<file path="src/rtl/vms_pkg.sv">
// Package for the vehicle mode supervisor: event and mode codes, fault bit
// positions and the structs passed between the pipeline stages.
// No dependencies.
`default_nettype none

package vms_pkg;

  localparam int unsigned FUNC_W  = 3;
  localparam int unsigned MODE_W  = 3;
  localparam int unsigned FAULT_W = 3;
  localparam int unsigned TIME_W  = 32;
  localparam int unsigned COUNT_W = 32;

  localparam int unsigned S_TDATA_W = 40;
  localparam int unsigned M_TDATA_W = 72;

  typedef enum logic [FUNC_W-1:0] {
    FUNC_INIT     = 3'd0,
    FUNC_COMMAND  = 3'd1,
    FUNC_TIMEOUT  = 3'd2,
    FUNC_FATAL    = 3'd3,
    FUNC_SAFETY   = 3'd4,
    FUNC_STATUS   = 3'd5
  } func_t;

  typedef enum logic [MODE_W-1:0] {
    MODE_INIT     = 3'd0,
    MODE_STANDBY  = 3'd1,
    MODE_DRIVE    = 3'd2,
    MODE_SAFESTOP = 3'd3,
    MODE_FAULT    = 3'd4
  } mode_t;

  localparam int unsigned FB_TIMEOUT = 0;
  localparam int unsigned FB_SAFETY  = 1;
  localparam int unsigned FB_FATAL   = 2;

  typedef struct packed {
    logic [FUNC_W-1:0] func;
    logic              event_flag;
    logic [TIME_W-1:0] now_ms;
  } event_t;

  typedef struct packed {
    logic [MODE_W-1:0]  mode;
    logic [FAULT_W-1:0] fault_bits;
    logic [COUNT_W-1:0] change_count;
    logic [TIME_W-1:0]  last_change_ms;
    logic               drive_allowed;
  } snap_t;

endpackage

`default_nettype wire

</file>
<file path="src/rtl/vms_in_reg.sv">
// Input register of the vehicle mode supervisor: captures one event
// transaction and holds it until the core takes it. Uses vms_pkg.
`default_nettype none

module vms_in_reg (
  input  wire logic           clk,
  input  wire logic           rst,
  input  wire logic           load,
  input  wire vms_pkg::event_t evt_in,
  input  wire logic           advance,
  output logic                valid,
  output vms_pkg::event_t     evt
);
  import vms_pkg::*;

  always_ff @(posedge clk) begin
    if (rst) begin
      valid <= 1'b0;
    end else if (load) begin
      valid <= 1'b1;
    end else if (advance) begin
      valid <= 1'b0;
    end
  end

  always_ff @(posedge clk) begin
    if (load) begin
      evt <= evt_in;
    end
  end

endmodule

`default_nettype wire

</file>
<file path="src/rtl/vms_core.sv">
// Mode and fault state of the vehicle mode supervisor with the priority
// rules that pick the next mode for each event. Uses vms_pkg.
`default_nettype none

module vms_core (
  input  wire logic            clk,
  input  wire logic            rst,
  input  wire logic            advance,
  input  wire vms_pkg::event_t evt,
  output vms_pkg::snap_t       snap_next
);
  import vms_pkg::*;

  logic [MODE_W-1:0]  mode;
  logic [FAULT_W-1:0] fault;
  logic [COUNT_W-1:0] count;
  logic [TIME_W-1:0]  stamp;

  logic [MODE_W-1:0]  base_mode;
  logic [COUNT_W-1:0] base_count;
  logic [TIME_W-1:0]  base_stamp;
  logic [FAULT_W-1:0] fault_next;
  logic [MODE_W-1:0]  target;
  logic               do_move;
  logic [MODE_W-1:0]  mode_next;
  logic [COUNT_W-1:0] count_next;
  logic [TIME_W-1:0]  stamp_next;

  always_comb begin
    base_mode  = mode;
    base_count = count;
    base_stamp = stamp;
    fault_next = fault;
    target     = mode;
    do_move    = 1'b0;
    unique case (evt.func)
      FUNC_INIT: begin
        base_mode  = MODE_INIT;
        base_count = '0;
        base_stamp = evt.now_ms;
        fault_next = '0;
        target     = MODE_STANDBY;
        do_move    = 1'b1;
      end
      FUNC_COMMAND: begin
        fault_next[FB_TIMEOUT] = 1'b0;
        do_move = 1'b1;
        if (fault[FB_FATAL]) begin
          target = MODE_FAULT;
        end else if (fault[FB_SAFETY]) begin
          target = MODE_SAFESTOP;
        end else if (evt.event_flag) begin
          target = MODE_DRIVE;
        end else begin
          target = MODE_STANDBY;
        end
      end
      FUNC_TIMEOUT: begin
        fault_next[FB_TIMEOUT] = 1'b1;
        do_move = 1'b1;
        target  = fault[FB_FATAL] ? MODE_FAULT : MODE_SAFESTOP;
      end
      FUNC_FATAL: begin
        if (evt.event_flag) begin
          fault_next[FB_FATAL] = 1'b1;
          do_move = 1'b1;
          target  = MODE_FAULT;
        end else if (fault[FB_FATAL]) begin
          fault_next[FB_FATAL] = 1'b0;
          do_move = 1'b1;
          target  = (fault[FB_TIMEOUT] || fault[FB_SAFETY]) ? MODE_SAFESTOP
                                                            : MODE_STANDBY;
        end
      end
      FUNC_SAFETY: begin
        if (evt.event_flag) begin
          fault_next[FB_SAFETY] = 1'b1;
          do_move = 1'b1;
          target  = fault[FB_FATAL] ? MODE_FAULT : MODE_SAFESTOP;
        end else if (fault[FB_SAFETY]) begin
          fault_next[FB_SAFETY] = 1'b0;
          do_move = 1'b1;
          if (fault[FB_FATAL]) begin
            target = MODE_FAULT;
          end else if (fault[FB_TIMEOUT]) begin
            target = MODE_SAFESTOP;
          end else begin
            target = MODE_STANDBY;
          end
        end
      end
      default: begin
        do_move = 1'b0;
      end
    endcase
  end

  always_comb begin
    mode_next  = base_mode;
    count_next = base_count;
    stamp_next = base_stamp;
    if (do_move && (target != base_mode)) begin
      mode_next  = target;
      count_next = base_count + COUNT_W'(1);
      stamp_next = evt.now_ms;
    end
  end

  always_comb begin
    snap_next.mode           = mode_next;
    snap_next.fault_bits     = fault_next;
    snap_next.change_count   = count_next;
    snap_next.last_change_ms = stamp_next;
    snap_next.drive_allowed  = (mode_next == MODE_DRIVE) && (fault_next == '0);
  end

  always_ff @(posedge clk) begin
    if (rst) begin
      mode  <= MODE_INIT;
      fault <= '0;
      count <= '0;
      stamp <= '0;
    end else if (advance) begin
      mode  <= mode_next;
      fault <= fault_next;
      count <= count_next;
      stamp <= stamp_next;
    end
  end

endmodule

`default_nettype wire

</file>
<file path="src/rtl/vms_out_reg.sv">
// Result register of the vehicle mode supervisor: holds one snapshot
// transaction until the downstream side takes it. Uses vms_pkg.
`default_nettype none

module vms_out_reg (
  input  wire logic           clk,
  input  wire logic           rst,
  input  wire logic           load,
  input  wire vms_pkg::snap_t snap_in,
  input  wire logic           take,
  output logic                valid,
  output vms_pkg::snap_t      snap
);
  import vms_pkg::*;

  always_ff @(posedge clk) begin
    if (rst) begin
      valid <= 1'b0;
    end else if (load) begin
      valid <= 1'b1;
    end else if (take) begin
      valid <= 1'b0;
    end
  end

  always_ff @(posedge clk) begin
    if (load) begin
      snap <= snap_in;
    end
  end

endmodule

`default_nettype wire

</file>
<file path="src/rtl/vehicle_mode_supervisor.sv">
// Top level of the vehicle mode supervisor: input register, mode core and
// result register. Depends on vms_pkg, vms_in_reg, vms_core, vms_out_reg.
`default_nettype none

// Each event transaction on the s_ side returns exactly one snapshot
// transaction on the m_ side: mode, fault bits, change count, time of the
// last mode change and drive_allowed, all as they stand after the event.
// An event is held in the input register until the result register is free or
// being taken, then moves into the result register, where its result is offered
// on the m_ side until taken; the block takes one event per clock
// as long as the m_ side keeps up, the state registers of the core being the
// only loop. Reset puts the block in init mode with no faults, a zero count
// and a zero timestamp.

module vehicle_mode_supervisor (
  input  wire logic        clk,
  input  wire logic        rst,
  input  wire logic        s_tvalid,
  output logic             s_tready,
  input  wire logic [39:0] s_tdata,  // event_flag, now_ms[31:0], zero pad
  input  wire logic [2:0]  s_tuser,  // func
  output logic             m_tvalid,
  input  wire logic        m_tready,
  output logic [71:0]      m_tdata   // mode, fault_bits, change_count,
                                     // last_change_ms, drive_allowed, pad
);
  import vms_pkg::*;

  event_t evt_in;
  event_t evt;
  snap_t  snap_next;
  snap_t  snap;
  logic   in_valid;
  logic   s_load;
  logic   advance;

  assign evt_in.func       = s_tuser;
  assign evt_in.event_flag = s_tdata[0];
  assign evt_in.now_ms     = s_tdata[TIME_W:1];

  assign advance  = in_valid && (!m_tvalid || m_tready);
  assign s_tready = !in_valid || advance;
  assign s_load   = s_tvalid && s_tready;

  vms_in_reg u_in_reg (
    .clk     (clk),
    .rst     (rst),
    .load    (s_load),
    .evt_in  (evt_in),
    .advance (advance),
    .valid   (in_valid),
    .evt     (evt)
  );

  vms_core u_core (
    .clk       (clk),
    .rst       (rst),
    .advance   (advance),
    .evt       (evt),
    .snap_next (snap_next)
  );

  vms_out_reg u_out_reg (
    .clk     (clk),
    .rst     (rst),
    .load    (advance),
    .snap_in (snap_next),
    .take    (m_tready),
    .valid   (m_tvalid),
    .snap    (snap)
  );

  assign m_tdata = {1'b0, snap.drive_allowed, snap.last_change_ms,
                    snap.change_count, snap.fault_bits, snap.mode};

endmodule

`default_nettype wire
</file>
<file path="config.mk">
export PLATFORM = sky130hd
export DESIGN_NAME = vehicle_mode_supervisor
export DESIGN_NICKNAME = d
export VERILOG_FILES = /design/src/rtl/vms_pkg.sv /design/src/rtl/vms_in_reg.sv /design/src/rtl/vms_core.sv /design/src/rtl/vms_out_reg.sv /design/src/rtl/vehicle_mode_supervisor.sv
export SDC_FILE = /design/constraint.sdc
export NUM_CORES = 1
export LEC_CHECK = 0
export ABC_AREA = 0
export CAP_MARGIN = 20
export CORE_MARGIN = 3
export CORE_UTILIZATION = 60
export DETAILED_ROUTE_END_ITERATION = 8
export DONT_BUFFER_PORTS = 1
export PLACE_DENSITY = 0.76
export SLEW_MARGIN = 30
export SYNTH_ARGS = -nofsm -noshare
export SYNTH_HDL_FRONTEND = slang
export SYNTH_SLANG_ARGS = --single-unit
</file>
<file path="constraint.sdc">
create_clock -name clk -period 5.8 [get_ports clk]
set_input_delay 1.16 -clock clk [delete_from_list [all_inputs] [get_ports clk]]
set_output_delay 1.16 -clock clk [all_outputs]
set_load 0.01 [all_outputs]
</file>
==> results.md <==
* Placed cells at 952
* Clock power frac at 0.383
* Hpwl dp at roughly 11000 µm
* Compound-cell area share of the yosys netlist at 0.1294
* Post-placement cell area at 8082 µm²
* Worst setup EP type: flip-flop
* Critical path's slowest cell: or3_2
* Post-detailed-route count of antenna-violating nets at 0
* Fin area at 8632 µm²
* Seq pwr share at 0.538
* Most used cell, CP: buf_4
* Width of the die at between 100 and 150 µm
* DRT Wirelength at 17530 µm
* Critical Path AT at 4.19 ns
* Main combinational cell family by area after synthesis: simple AND/OR/NAND/NOR gates
* Top post-synthesis cells by area: edfxtp_1 40%, dfxtp_1 18%, nand2_1 9.1%
* Syn Nets at 878
* Clk pin slew, worst setup/hold paths at 0.06 ns
* Post-Synth Adder-Cell Area at 0.001561
* Largest net degree at the start of global routing at 84
* Combinational group share of total power at 0.079
* VDD IR max at 0.2086 mV
* Critical path's largest stage delay at 0.85 ns
* WS Path Type: reg -> reg
* Initial Util at 0.6252
* #FFs+latches synth at roughly 180
* Hold-fix buffers, CTS at 0
* Final Hold Vio Count at 0
* Cts repair resizes at 0
* RePlAce Congestion at around 0.84
* PD cells at between 300 and 400 nW/µm²
* # rows at 41
* Die Area at 14790 µm²
* Register area at 4654 µm²
* Post-synth EDFFs at between 100 and 150
* Switch share at 0.2534
* Clock buffer depth at 2
* Worst min path class: reg -> reg
* Worst setup SP type: flip-flop
* Initial DRC Count at a little over 600
* Leak pwr at 2.944 nW
* Hold slack at 0.4507 ns
* Port bufs at 0
* WL/cell at around 18 µm
* Top achievable clock speed at 260.7 MHz
* Post-route DRC at 0
* Post-synthesis mux area share at 0.001248
* Via count of the first global-routing pass at 5723
* Internal at between 2 and 2.5 mW
* Clk Latency, worst-skew pair at 0.43 ns
* Non-Filler Instances at just under 1000
* Mapped Cells at 830
* Max-capacitance violation count at 0
* Initial antenna violation count at 0
* Synth Cell Area at 8018 µm²
* Drt pass-1 iters at 5
* Chip height at 121.6 µm
* Synthesized area per cell at 9.660 µm²
* FF-to-FF setup slack at 1.96 ns
* Setup TNS at 0 ns
* Crit-path leading delay family: simple AND/OR/NAND/NOR gates
* Post-Synth Simple-Gate Area at 0.2372
* Fin crit share at 0.6612
* Post-synthesis cell type count at 60
* Final min period at 3.835 ns
* Endpoints failing setup at 0
* Outcome: completed
* Slew headroom at 0.3796
* CTS sink cnt at 179
* Antenna diodes at 0
* GRT Total Usage at 0.2421
* Core Region at 12820 µm²
* RSZ-0062 raised after global routing: no
* CP cell instances: or2_2, nor2_2, buf_4, nor2_1, o211ai_1, or3_2, buf_4, nand3_1, a21oi_1
* Multi-input logic area at 3102 µm²
* CTS buffer count at 17
* Required @ worst endpoint at 6.15 ns
* Slew Limit Fails at 0
* First-pass GRT wire length at 28350 µm
* Via count at roughly 6000
* IO Pins at 121
* CTS tree: yes
* Fill cell count at approximately 960
* Setup Fix Bufs, Post-CTS at 0
* Asr flop ratio synth at 0
* Max Fanout on Critical Path at 50
* Synth warn at 0
* Most common flop cell mapped by yosys: edfxtp_1
* Measured slew at the worst slew-check pin at 0.9306 ns
* Psw at just under 0.7 mW
* CTS HTree Levels at 4
* Nets at ~850
* Biggest area consumer among synthesized cells: edfxtp_1
* Crit path buf inv count at 2
* P&R area growth vs syn at 7.662%
* Sequential area share after synthesis at 0.5805
* Layout Skew at 0.008014 ns
* Top cell type's share of synthesized area at 0.4007
* XOR/XNOR Fraction of Synth Area at 0.01311
* Root Buffer: clkbuf_16
* Vias/cell at 6.180
* GRT overflow at 0
* Share of layout cells above drive strength 1 at 0.06897
==> final timing paths <==
path | start | end | cells past startpoint
worst max-delay path | u_in_reg.evt[34] | u_core.stamp[22] | 9
worst min register to register | u_core.stamp[30] | u_core.stamp[30] | 2
worst min-delay path | u_core.stamp[30] | u_core.stamp[30] | 2
worst max register to register | u_in_reg.evt[34] | u_core.stamp[22] | 9
==> layer usage <==
metal / track usage / vias to the layer above / share of wire
met5: 0 / - / 0
met4: 0.06793 / 0 / 0.0075
met3: 0.06546 / 13 / 0.068
met2: 0.4090 / 258 / 0.52
met1: 0.3089 / 2876 / 0.41
li1: - / 2934 / -
==> cells by family after synthesis <==
logic type               Yosys count
XOR/XNOR                          12
other                              1
adder cells (fa/ha/maj)            1
AO/OA/AOI/OAI                    160
AND/OR/NAND/NOR                  406
multiplexers                       1
flip-flops                       179
buffers and inverters             70
==> power by group through the flow <==
stage	Sequential, mW	Clock [mW]	Combinational, mW
2_1_floorplan	1.48	0	0.178
3_3_place_gp	1.50	0	0.205
3_5_place_dp	1.50	0	0.215
4_1_cts	1.47	1.07	0.216
5_1_grt	1.48	1.12	0.242
6_report	1.47	1.05	0.217
==> tightest hold or removal path: stages (launching register included) <==
cell	delay, ns
dfxtp_1	0.31
nand2_1	0.05
a21oi_1	0.05
==> sequential cells by signal, summed over array words and instances (netlist names) <==
| register | count |
|---|---|
| u_in_reg.valid | 1 |
| u_core.fault | 3 |
| u_out_reg.valid | 1 |
| u_core.mode | 3 |
| u_core.count | 32 |
| u_in_reg.evt | 36 |
| u_out_reg.snap | 71 |
| u_core.stamp | 32 |
==> cells in the mapped netlist (7+ instances only) <==
library cell / instances
nand2_1: 194
edfxtp_1: 107
dfxtp_1: 72
a21oi_1: 57
nand3_1: 57
nor2_1: 45
clkbuf_1: 43
or4_1: 23
o21ai_0: 21
a31oi_1: 18
or3_1: 16
nor3_1: 15
o211ai_1: 13
nand2b_1: 10
nand4_1: 10
inv_1: 9
and3_1: 8
buf_2: 8
o31ai_1: 7
==> metrics by stage <==
step / setup slack (ns) / total power, mW / util
2_1_floorplan: 1.326 / 1.662 / -
3_3_place_gp: 2.126 / 1.701 / 0.6301
3_5_place_dp: 1.989 / 1.715 / 0.6301
4_1_cts: 1.976 / 2.753 / 0.6724
5_1_grt: 1.675 / 2.837 / 0.6731
6_report: 1.965 / 2.737 / 0.6731
==> placed cells by master (no fill, tap or decap), types with 4 or more instances in the layout <==
cell type and instances:
a21o_1 5, a21oi_1 57, a31oi_1 18, and2_1 5
and3_1 8, buf_4 11, clkbuf_16 17, dfxtp_1 72
edfxtp_1 107, inv_1 8, inv_6 5, nand2_1 194
nand2b_1 9, nand3_1 57, nand3b_1 5, nand4_1 10
nor2_1 44, nor2b_1 6, nor3_1 15, o211ai_1 13
o21a_1 4, o21ai_0 21, o311ai_0 6, o31ai_1 7
or3_1 15, or4_1 23, xnor2_1 6, xor2_1 6
==> final cells by class <==
type,instances,area share
multi-input cells,581,0.3593
repair buffers,11,0.009567
flip-flops and latches,179,0.5392
clock buffers,19,0.05131
clock inverters,13,0.01145
well taps,172,0.02493
inverters,9,0.004204
No activity file was read; power rests on OpenSTA's default activity.
